===== config.mk =====
export PLATFORM = sky130hd
export DESIGN_NAME = postfix_expression_evaluator
export DESIGN_NICKNAME = d
export VERILOG_FILES = /design/src/sv/pee_pkg.sv /design/src/sv/postfix_expression_evaluator.sv /design/src/sv/pee_ctrl.sv /design/src/sv/pee_dp.sv
export SDC_FILE = /design/constraint.sdc
export NUM_CORES = 2
export LEC_CHECK = 0
export BUFFER_PORTS_ARGS = -buffer_cell sky130_fd_sc_hd__buf_2
export CORE_MARGIN = 5
export CORE_UTILIZATION = 53
export CTS_BUF_LIST = sky130_fd_sc_hd__clkbuf_4 sky130_fd_sc_hd__clkbuf_8
export CTS_CLUSTER_DIAMETER = 30
export DETAILED_ROUTE_END_ITERATION = 16
export GPL_TIMING_DRIVEN = 0
export PLACE_DENSITY = 0.69
export SLEW_MARGIN = 20
export SYNTH_ARGS = -nofsm -noshare
export SYNTH_HDL_FRONTEND = slang
export SYNTH_HIERARCHICAL = 1
export SYNTH_SLANG_ARGS = --single-unit

===== constraint.sdc =====
create_clock -name clk -period 8.4 [get_ports clk]
set_clock_uncertainty 0.15 [all_clocks]
set_input_delay 0.84 -clock clk [delete_from_list [all_inputs] [get_ports clk]]
set_output_delay 0.84 -clock clk [all_outputs]
set_load 0.02 [all_outputs]

===== src/sv/pee_pkg.sv =====
// Shared types and constants for the postfix expression evaluator.
// Holds the controller state enum, result status codes, character codes and
// the command/status structs between the controller and the datapath.
package pee_pkg;

	// Result status codes
	localparam logic [1:0] ST_OK    = 2'd0;
	localparam logic [1:0] ST_UNDER = 2'd1;
	localparam logic [1:0] ST_OVER  = 2'd2;
	localparam logic [1:0] ST_DIVZ  = 2'd3;

	// Character codes
	localparam logic [7:0] CH_PLUS  = 8'h2B;
	localparam logic [7:0] CH_MINUS = 8'h2D;
	localparam logic [7:0] CH_STAR  = 8'h2A;
	localparam logic [7:0] CH_SLASH = 8'h2F;
	localparam logic [7:0] CH_ZERO  = 8'h30;
	localparam logic [7:0] CH_NINE  = 8'h39;
	localparam logic [7:0] CH_COMMA = 8'h2C;
	localparam logic [7:0] CH_SPACE = 8'h20;

	// Operand and divider widths
	localparam int unsigned DATA_W = 32;
	localparam int unsigned DCNT_W = 6;

	typedef enum logic [2:0] {
		S_IDLE,
		S_READ,
		S_DIV,
		S_EMIT
	} ctrl_state_t;

	// Commands from controller to datapath
	typedef struct packed {
		logic push;       // push the digit on the input
		logic set_over;   // record overflow
		logic set_under;  // record underflow
		logic rd_start;   // latch operator, read second entry
		logic alu;        // write +, -, * result
		logic set_divz;   // record divide by zero, drop both operands
		logic div_start;  // load divider
		logic div_step;   // one restoring division step
		logic div_finish; // write signed quotient
		logic emit;       // load output register, clear stack and error
	} pee_cmd_t;

	// Status from datapath to controller
	typedef struct packed {
		logic is_digit;
		logic is_op;
		logic op_div;
		logic err_set;
		logic under;
		logic full;
		logic den_zero;
		logic div_done;
		logic out_busy;
	} pee_sts_t;

endpackage


===== src/sv/postfix_expression_evaluator.sv =====
// Top level of the postfix expression evaluator.
// Joins the controller (pee_ctrl) and the datapath (pee_dp); depends on pee_pkg.
//
// Usage:
//   Input stream s_*: one ASCII character per transfer in s_tdata, s_tlast on
//   the final character of an expression. Digits push 0..9, '+', '-', '*', '/'
//   combine the two top entries, all other characters are skipped.
//   Output stream m_*: one transfer per expression, after its last character,
//   with the top value and a status (ok, underflow/empty, overflow, /0).
//   An error sticks until the end of the expression; value is zero then.
// Sequence:
//   A digit or skipped character is taken while idle. '+', '-', '*' pass a
//   read state for the registered read of the stack memory port. '/' then
//   runs the 32-step restoring divider; a zero divisor ends it in the read
//   state. The last character adds an emit state to load the output register.
// Reset clears the stack pointer, the error and the output valid.
// A stalled receiver holds the result in the output register; characters keep
// being taken until the next result needs that register.
module postfix_expression_evaluator #(
	parameter int unsigned STACK_DEPTH = 16
) (
	input  logic        clk,
	input  logic        arst_n,
	input  logic        s_tvalid,
	output logic        s_tready,
	input  logic [7:0]  s_tdata,   // [7:0] char_code
	input  logic        s_tlast,   // last
	output logic        m_tvalid,
	input  logic        m_tready,
	output logic [39:0] m_tdata    // [31:0] value, [33:32] status, [39:34] zero
);
	import pee_pkg::*;

	pee_cmd_t cmd;
	pee_sts_t sts;

	pee_ctrl u_ctrl (
		.clk      (clk),
		.arst_n   (arst_n),
		.in_valid (s_tvalid),
		.in_last  (s_tlast),
		.in_ready (s_tready),
		.sts      (sts),
		.cmd      (cmd)
	);

	pee_dp #(
		.STACK_DEPTH (STACK_DEPTH)
	) u_dp (
		.clk       (clk),
		.arst_n    (arst_n),
		.char_code (s_tdata),
		.cmd       (cmd),
		.sts       (sts),
		.m_tvalid  (m_tvalid),
		.m_tready  (m_tready),
		.m_tdata   (m_tdata)
	);

endmodule


===== src/sv/pee_ctrl.sv =====
// Controller state machine for the postfix expression evaluator.
// Sequences digit pushes, operator reads, the iterative divide and the result.
// Depends on pee_pkg.
module pee_ctrl (
	input  logic              clk,
	input  logic              arst_n,
	input  logic              in_valid,
	input  logic              in_last,
	output logic              in_ready,
	input  pee_pkg::pee_sts_t sts,
	output pee_pkg::pee_cmd_t cmd
);
	import pee_pkg::*;

	ctrl_state_t state_q, state_d;
	logic        last_q;
	logic        accept;

	assign accept = in_valid && (state_q == S_IDLE);

	// State and last-mark registers
	always_ff @(posedge clk or negedge arst_n) begin
		if (!arst_n) begin
			state_q <= S_IDLE;
			last_q  <= 1'b0;
		end else begin
			state_q <= state_d;
			if (accept) begin
				last_q <= in_last;
			end
		end
	end

	// Next state
	always_comb begin
		state_d = state_q;
		unique case (state_q)
			S_IDLE: begin
				if (accept) begin
					if (!sts.err_set && sts.is_op && !sts.under) begin
						state_d = S_READ;
					end else if (in_last) begin
						state_d = S_EMIT;
					end
				end
			end
			S_READ: begin
				if (sts.op_div && !sts.den_zero) begin
					state_d = S_DIV;
				end else begin
					state_d = last_q ? S_EMIT : S_IDLE;
				end
			end
			S_DIV: begin
				if (sts.div_done) begin
					state_d = last_q ? S_EMIT : S_IDLE;
				end
			end
			S_EMIT: begin
				if (!sts.out_busy) begin
					state_d = S_IDLE;
				end
			end
			default: state_d = S_IDLE;
		endcase
	end

	// Outputs
	always_comb begin
		cmd      = '0;
		in_ready = (state_q == S_IDLE);
		unique case (state_q)
			S_IDLE: begin
				if (accept && !sts.err_set) begin
					if (sts.is_digit) begin
						cmd.push     = !sts.full;
						cmd.set_over = sts.full;
					end else if (sts.is_op) begin
						cmd.rd_start  = !sts.under;
						cmd.set_under = sts.under;
					end
				end
			end
			S_READ: begin
				if (sts.op_div) begin
					cmd.set_divz  = sts.den_zero;
					cmd.div_start = !sts.den_zero;
				end else begin
					cmd.alu = 1'b1;
				end
			end
			S_DIV: begin
				cmd.div_step   = !sts.div_done;
				cmd.div_finish = sts.div_done;
			end
			S_EMIT: begin
				cmd.emit = !sts.out_busy;
			end
			default: cmd = '0;
		endcase
	end

endmodule


===== src/sv/pee_dp.sv =====
// Datapath for the postfix expression evaluator: operand stack memory with a
// top-of-stack register, adder/multiplier, iterative divider, output register.
// Depends on pee_pkg.
module pee_dp #(
	parameter int unsigned STACK_DEPTH = 16
) (
	input  logic              clk,
	input  logic              arst_n,
	input  logic [7:0]        char_code,
	input  pee_pkg::pee_cmd_t cmd,
	output pee_pkg::pee_sts_t sts,
	output logic              m_tvalid,
	input  logic              m_tready,
	output logic [39:0]       m_tdata
);
	import pee_pkg::*;

	localparam int unsigned SP_W = $clog2(STACK_DEPTH + 1);
	localparam int unsigned AW   = (STACK_DEPTH > 1) ? $clog2(STACK_DEPTH) : 1;

	// Stack entries below the top; the top lives in tos_q
	logic [DATA_W-1:0] mem [STACK_DEPTH];
	logic [DATA_W-1:0] rd_data_q;
	logic [DATA_W-1:0] tos_q;
	logic [SP_W-1:0]   sp_q;
	logic [1:0]        err_q;
	logic [7:0]        op_q;

	// Divider registers
	logic [DATA_W-1:0] quo_q;
	logic [DATA_W-1:0] rem_q;
	logic [DATA_W-1:0] den_q;
	logic              neg_q;
	logic [DCNT_W-1:0] dcnt_q;

	// Output register
	logic              out_valid_q;
	logic [DATA_W-1:0] out_value_q;
	logic [1:0]        out_status_q;

	logic [SP_W-1:0]   sp_m1;
	logic [SP_W-1:0]   sp_m2;
	logic [AW-1:0]     wr_addr;
	logic [AW-1:0]     rd_addr;
	logic [DATA_W-1:0] digit_val;
	logic [DATA_W-1:0] alu_res;
	logic [DATA_W:0]   trial;
	logic [DATA_W:0]   rem_sh;
	logic [DATA_W-1:0] mag_l;
	logic [DATA_W-1:0] mag_r;

	assign sp_m1     = sp_q - SP_W'(1);
	assign sp_m2     = sp_q - SP_W'(2);
	assign wr_addr   = sp_m1[AW-1:0];
	assign rd_addr   = sp_m2[AW-1:0];
	assign digit_val = {{(DATA_W-8){1'b0}}, char_code - CH_ZERO};

	// Decode the incoming character
	always_comb begin
		sts.is_digit = (char_code >= CH_ZERO) && (char_code <= CH_NINE);
		sts.is_op    = (char_code == CH_PLUS) || (char_code == CH_MINUS) ||
		               (char_code == CH_STAR) || (char_code == CH_SLASH);
		sts.op_div   = (op_q == CH_SLASH);
		sts.err_set  = (err_q != ST_OK);
		sts.under    = (sp_q < SP_W'(2));
		sts.full     = (sp_q == SP_W'(STACK_DEPTH));
		sts.den_zero = (tos_q == '0);
		sts.div_done = (dcnt_q == '0);
		sts.out_busy = out_valid_q && !m_tready;
	end

	// Add, subtract or multiply: left operand from memory, right from top
	always_comb begin
		unique case (op_q)
			CH_PLUS:  alu_res = rd_data_q + tos_q;
			CH_MINUS: alu_res = rd_data_q - tos_q;
			default:  alu_res = rd_data_q * tos_q;
		endcase
	end

	// Divider operand magnitudes and one restoring step
	assign mag_l  = rd_data_q[DATA_W-1] ? (DATA_W'(0) - rd_data_q) : rd_data_q;
	assign mag_r  = tos_q[DATA_W-1] ? (DATA_W'(0) - tos_q) : tos_q;
	assign rem_sh = {rem_q, quo_q[DATA_W-1]};
	assign trial  = rem_sh - {1'b0, den_q};

	// Stack memory write: spill the old top below the new one
	always_ff @(posedge clk) begin
		if (cmd.push && (sp_q != '0)) begin
			mem[wr_addr] <= tos_q;
		end
	end

	// Stack memory read of the left operand
	always_ff @(posedge clk) begin
		if (cmd.rd_start) begin
			rd_data_q <= mem[rd_addr];
		end
	end

	// Top of stack, operator latch and divider payload
	always_ff @(posedge clk) begin
		if (cmd.push) begin
			tos_q <= digit_val;
		end else if (cmd.alu) begin
			tos_q <= alu_res;
		end else if (cmd.div_finish) begin
			tos_q <= neg_q ? (DATA_W'(0) - quo_q) : quo_q;
		end
		if (cmd.rd_start) begin
			op_q <= char_code;
		end
		if (cmd.div_start) begin
			quo_q <= mag_l;
			rem_q <= '0;
			den_q <= mag_r;
			neg_q <= rd_data_q[DATA_W-1] ^ tos_q[DATA_W-1];
		end else if (cmd.div_step) begin
			if (!trial[DATA_W]) begin
				rem_q <= trial[DATA_W-1:0];
			end else begin
				rem_q <= rem_sh[DATA_W-1:0];
			end
			quo_q <= {quo_q[DATA_W-2:0], !trial[DATA_W]};
		end
		if (cmd.emit) begin
			if (err_q != ST_OK) begin
				out_value_q  <= '0;
				out_status_q <= err_q;
			end else if (sp_q == '0) begin
				out_value_q  <= '0;
				out_status_q <= ST_UNDER;
			end else begin
				out_value_q  <= tos_q;
				out_status_q <= ST_OK;
			end
		end
	end

	// Stack pointer, sticky error, divide counter and output valid
	always_ff @(posedge clk or negedge arst_n) begin
		if (!arst_n) begin
			sp_q        <= '0;
			err_q       <= ST_OK;
			dcnt_q      <= '0;
			out_valid_q <= 1'b0;
		end else begin
			priority if (cmd.emit) begin
				sp_q  <= '0;
				err_q <= ST_OK;
			end else if (cmd.push) begin
				sp_q <= sp_q + SP_W'(1);
			end else if (cmd.alu || cmd.div_finish) begin
				sp_q <= sp_m1;
			end else if (cmd.set_divz) begin
				sp_q  <= sp_m2;
				err_q <= ST_DIVZ;
			end else if (cmd.set_over) begin
				err_q <= ST_OVER;
			end else if (cmd.set_under) begin
				err_q <= ST_UNDER;
			end else begin
				sp_q <= sp_q;
			end
			if (cmd.div_start) begin
				dcnt_q <= DCNT_W'(DATA_W);
			end else if (cmd.div_step) begin
				dcnt_q <= dcnt_q - DCNT_W'(1);
			end
			if (cmd.emit) begin
				out_valid_q <= 1'b1;
			end else if (m_tready) begin
				out_valid_q <= 1'b0;
			end
		end
	end

	assign m_tvalid = out_valid_q;
	assign m_tdata  = {6'b0, out_status_q, out_value_q};

endmodule


==> metrics.md <==
| Metric | Value |
|---|---|
| Synth Warn # | `6` |
| Avg Cell Area, Syn | `12.04 sq um` |
| Core Rows | `112` |
| Vias | `34730` |
| Slew margin rel. | `0.2580` |
| Register bit total from synthesis | `732` |
| Placed standard-cell area | `52510 sq um` |
| Initial antenna violation count | `11` |
| WHS | `0.1243 ns` |
| Core ar. | `93470 sq um` |
| Starting Density | `0.5344` |
| DP HPWL | `~120 mm` |
| Worst reg2reg path startpoint | `u_dp/tos_q[7]` |
| Die span in y | `317.0 um` |
| CTS root buf | `clkbuf_8` |
| Worst reg2reg path endpoint | `u_dp/tos_q[31]` |
| Count of final setup violators | `0` |
| H-tree depth | `4` |
| Synth unique cells | `88` |
| Placed instance count | `5483` |
| Ys flop type | `edfxtp_1` |
| Die area | `100500 sq um` |
| DR WL/cell | `27.41 um` |
| DR pass1 iterations | `6` |
| R2R Setup Slk | `about 0.088 ns` |
| Synth-to-Final Area Change | `11.81%` |
| Vias/cell | `6.032` |
| Crit. End Element | `register` |
| RSZ-0062 raised after global routing | `no` |
| Min cycle time layout | `8.312 ns` |
| Layout cell share with drive strength beyond 1 | `0.1463` |
| Global-route wire length before repair | `about 230 mm` |
| Ys async rst share | `0.02322` |
| Outcome | `completed` |
| Worst-path clk slew | `0.06 ns` |
| Fmax | `120.3 MHz` |
| Total GRT Usage | `0.3184` |
| Final cell count without fillers | `5757` |
| Filler cells | `between 7000 and 8000` |
| Initial DRC count | `4231` |
| R2R depth | `24` |
| Critical path class | `register to register` |
| Max Slew Vio Count | `0` |
| I/O pin total | `55` |
| Worst slew pin tran | `1.113 ns` |
| Number of routed nets with antenna violations | `0` |
| HP Class | `primary input to register` |
| Maximum clock path buffer count | `3` |
| Total CTS buffers | `around 140` |
| Port Buffers | `48` |
| CTS sink cnt | `732` |
| Ratio of final minimum period to clock period | `0.9895` |
| Max cap viols | `0` |
| Nets@finish | `5010` |
| Die W | `between 300 and 400 um` |
| Seq/Total Area, Yosys | `0.4272` |
| Synth Instances | `around 4100` |
| Grt ovf | `0` |
| Final hold vios | `0` |
| Crit path from | `u_dp/tos_q[7]` |
| CP Launch Type | `register` |
| Residual DRC | `0` |
| CP Capture Point | `u_dp/tos_q[31]` |
| Routed wire length | `157.8 mm` |
| CP arrival | `8.86 ns` |
| Clk Latency, worst-skew pair | `0.81 ns` |
| Worst Path Required | `8.94 ns` |
| Largest net degree at the start of global routing | `33` |
| CTS tree | `built` |
| Crit-path max FO | `10` |
| Finished Cell Area | `approximately 56000 sq um` |
| EDFF count, synth | `659` |
| Mapped Area | `49950 sq um` |
| RD Place Congestion | `0.9986` |
| Vias in the first global route | `35150` |
[layout by cell type, fill, tap and decap left out, types with 13 or more instances in the layout]
| cell type | Yosys | routed |
|---|---|---|
| clkbuf_1 | 215 | 141 |
| inv_1 | 445 | 445 |
| nand3_1 | 25 | 25 |
| clkbuf_4 | 0 | 47 |
| buf_4 | 7 | 25 |
| or3_1 | 27 | 27 |
| and3_1 | 16 | 16 |
| o21a_1 | 23 | 23 |
| o31ai_1 | 31 | 31 |
| a21oi_1 | 131 | 131 |
| nor2_4 | 0 | 18 |
| buf_16 | 0 | 14 |
| edfxtp_1 | 659 | 659 |
| clkbuf_2 | 0 | 65 |
| nor2b_1 | 24 | 24 |
| mux4_2 | 160 | 160 |
| o21bai_1 | 13 | 13 |
| nand2_1 | 406 | 406 |
| nand2b_1 | 29 | 29 |
| dfxtp_1 | 56 | 44 |
| clkinv_1 | 0 | 19 |
| xor2_1 | 112 | 111 |
| o41ai_1 | 13 | 13 |
| fa_1 | 410 | 410 |
| a211oi_1 | 26 | 26 |
| xnor2_1 | 139 | 139 |
| o21ai_0 | 106 | 106 |
| dfrtp_1 | 17 | 17 |
| and2_1 | 333 | 333 |
| a21o_1 | 27 | 27 |
| a31oi_1 | 15 | 15 |
| o211ai_1 | 13 | 13 |
| nor2_1 | 199 | 181 |
| clkbuf_8 | 0 | 141 |
| a311oi_1 | 33 | 32 |
| nor3_1 | 39 | 39 |
| ha_1 | 203 | 203 |
| buf_2 | 2 | 58 |
| clkinv_2 | 0 | 17 |
[sequential cells by signal, indices dropped and copies added, names as in the netlist]
signal / count
u_ctrl/last_q: 1
u_ctrl/state_q: 2
u_dp/dcnt_q: 6
u_dp/den_q: 32
u_dp/err_q: 2
u_dp/m_tvalid: 1
u_dp/mem: 512
u_dp/neg_q: 1
u_dp/op_q: 8
u_dp/out_status_q: 2
u_dp/out_value_q: 32
u_dp/quo_q: 32
u_dp/rd_data_q: 32
u_dp/rem_q: 32
u_dp/sp_q: 5
u_dp/tos_q: 32
[how the worst min path moves through the flow]
stage                         startpoint        endpoint  slack [ns]  cells past startpoint
final                         s_tdata[5]    u_dp/op_q[5]        0.12                      1
after global routing          s_tdata[5]    u_dp/op_q[5]        0.08                      1
after CTS                     s_tdata[5]    u_dp/op_q[5]        0.06                      1
after detailed placement   u_dp/rem_q[4]   u_dp/rem_q[5]        0.34                      2
after global placement     u_dp/rem_q[5]   u_dp/rem_q[6]        0.33                      2
after floorplan           u_dp/rem_q[22]  u_dp/rem_q[23]        0.32                      2
[layout make-up]
cell class / count / area (sq um) / share of cell area
multi-input cells: 2727 / 26130 / 0.4679
flip-flops and latches: 732 / 21360 / 0.3824
clock buffers: 177 / 2211 / 0.03959
inverters: 445 / 1670 / 0.02991
well taps: 1254 / 1569 / 0.02810
plain buffers: 244 / 1107 / 0.01983
repair buffers: 96 / 983.4 / 0.01761
clock inverters: 77 / 805.8 / 0.01443
diodes: 5 / 12.51 / 0.0002240
[metrics by stage]
stage          setup slack, ns  setup TNS (ns)  utilization
5_1_grt               0.003061               0       0.5974
3_5_place_dp            -1.286          -12.87       0.5618
3_3_place_gp            -1.257          -38.14       0.5539
6_report               0.08826               0       0.5975
2_1_floorplan            1.058               0            -
4_1_cts                0.01737               0       0.5961
[cell usage after synthesis (all sizes together) (106+ instances only)]
| master | instances | area [sq um] |
|---|---|---|
| edfxtp | 659 | 19790 |
| nand2 | 408 | 1536 |
| a21oi | 132 | 664.4 |
| nor2 | 202 | 765.7 |
| clkbuf | 215 | 807.0 |
| mux4 | 160 | 3603 |
| xnor2 | 139 | 1217 |
| and2 | 335 | 2096 |
| fa | 410 | 8208 |
| o21ai | 106 | 530.5 |
| inv | 445 | 1670 |
| ha | 203 | 2540 |
| xor2 | 112 | 980.9 |
[critical path, cell delays in order, from the launching register on]
cell and delay [ns]:
edfxtp_1 0.53, clkbuf_4 0.42, clkbuf_4 0.39, and2_1 0.19, fa_1 0.43, fa_1 0.50
fa_1 0.52, inv_1 0.06, fa_1 0.48, inv_1 0.05, fa_1 0.50, inv_1 0.06
fa_1 0.53, inv_1 0.05, fa_1 0.50, fa_1 0.44, ha_1 0.38, o21a_1 0.21
o21ai_0 0.19, nor2b_1 0.25, nor3_1 0.07, a21o_1 0.25, o21ai_0 0.41, xnor2_1 0.23
a211oi_1 0.38
[metal layers]
metal  track usage  wire length [um]  vias to the layer above
met1        0.4304             60860                    17530
li1              -                 -                    14780
met3       0.06250             15560                      428
met5             0                48                        -
met4        0.1544              8896                        6
met2        0.5010             72420                     1989
[cells by family after synthesis]
group | count (synthesis) | synth area share
other cells | 1 | 0.00007508
flops | 732 | 0.4272
fa+ha+maj | 613 | 0.2152
buf+inv | 693 | 0.05326
simple gates | 1186 | 0.1192
xor+xnor | 251 | 0.04401
compound gates | 496 | 0.06583
mux | 175 | 0.07528
[what timing repair did]
item                       in CTS  in global routing
hold endpoints to repair       17                  0
resized for setup              65                 64
setup endpoints to repair      15                  9
hold buffers                    1                  0
buffers inserted               10                  8
Power is not shown: default switching activity piles up to over one toggle a cycle in this logic, so the estimate is an artifact.
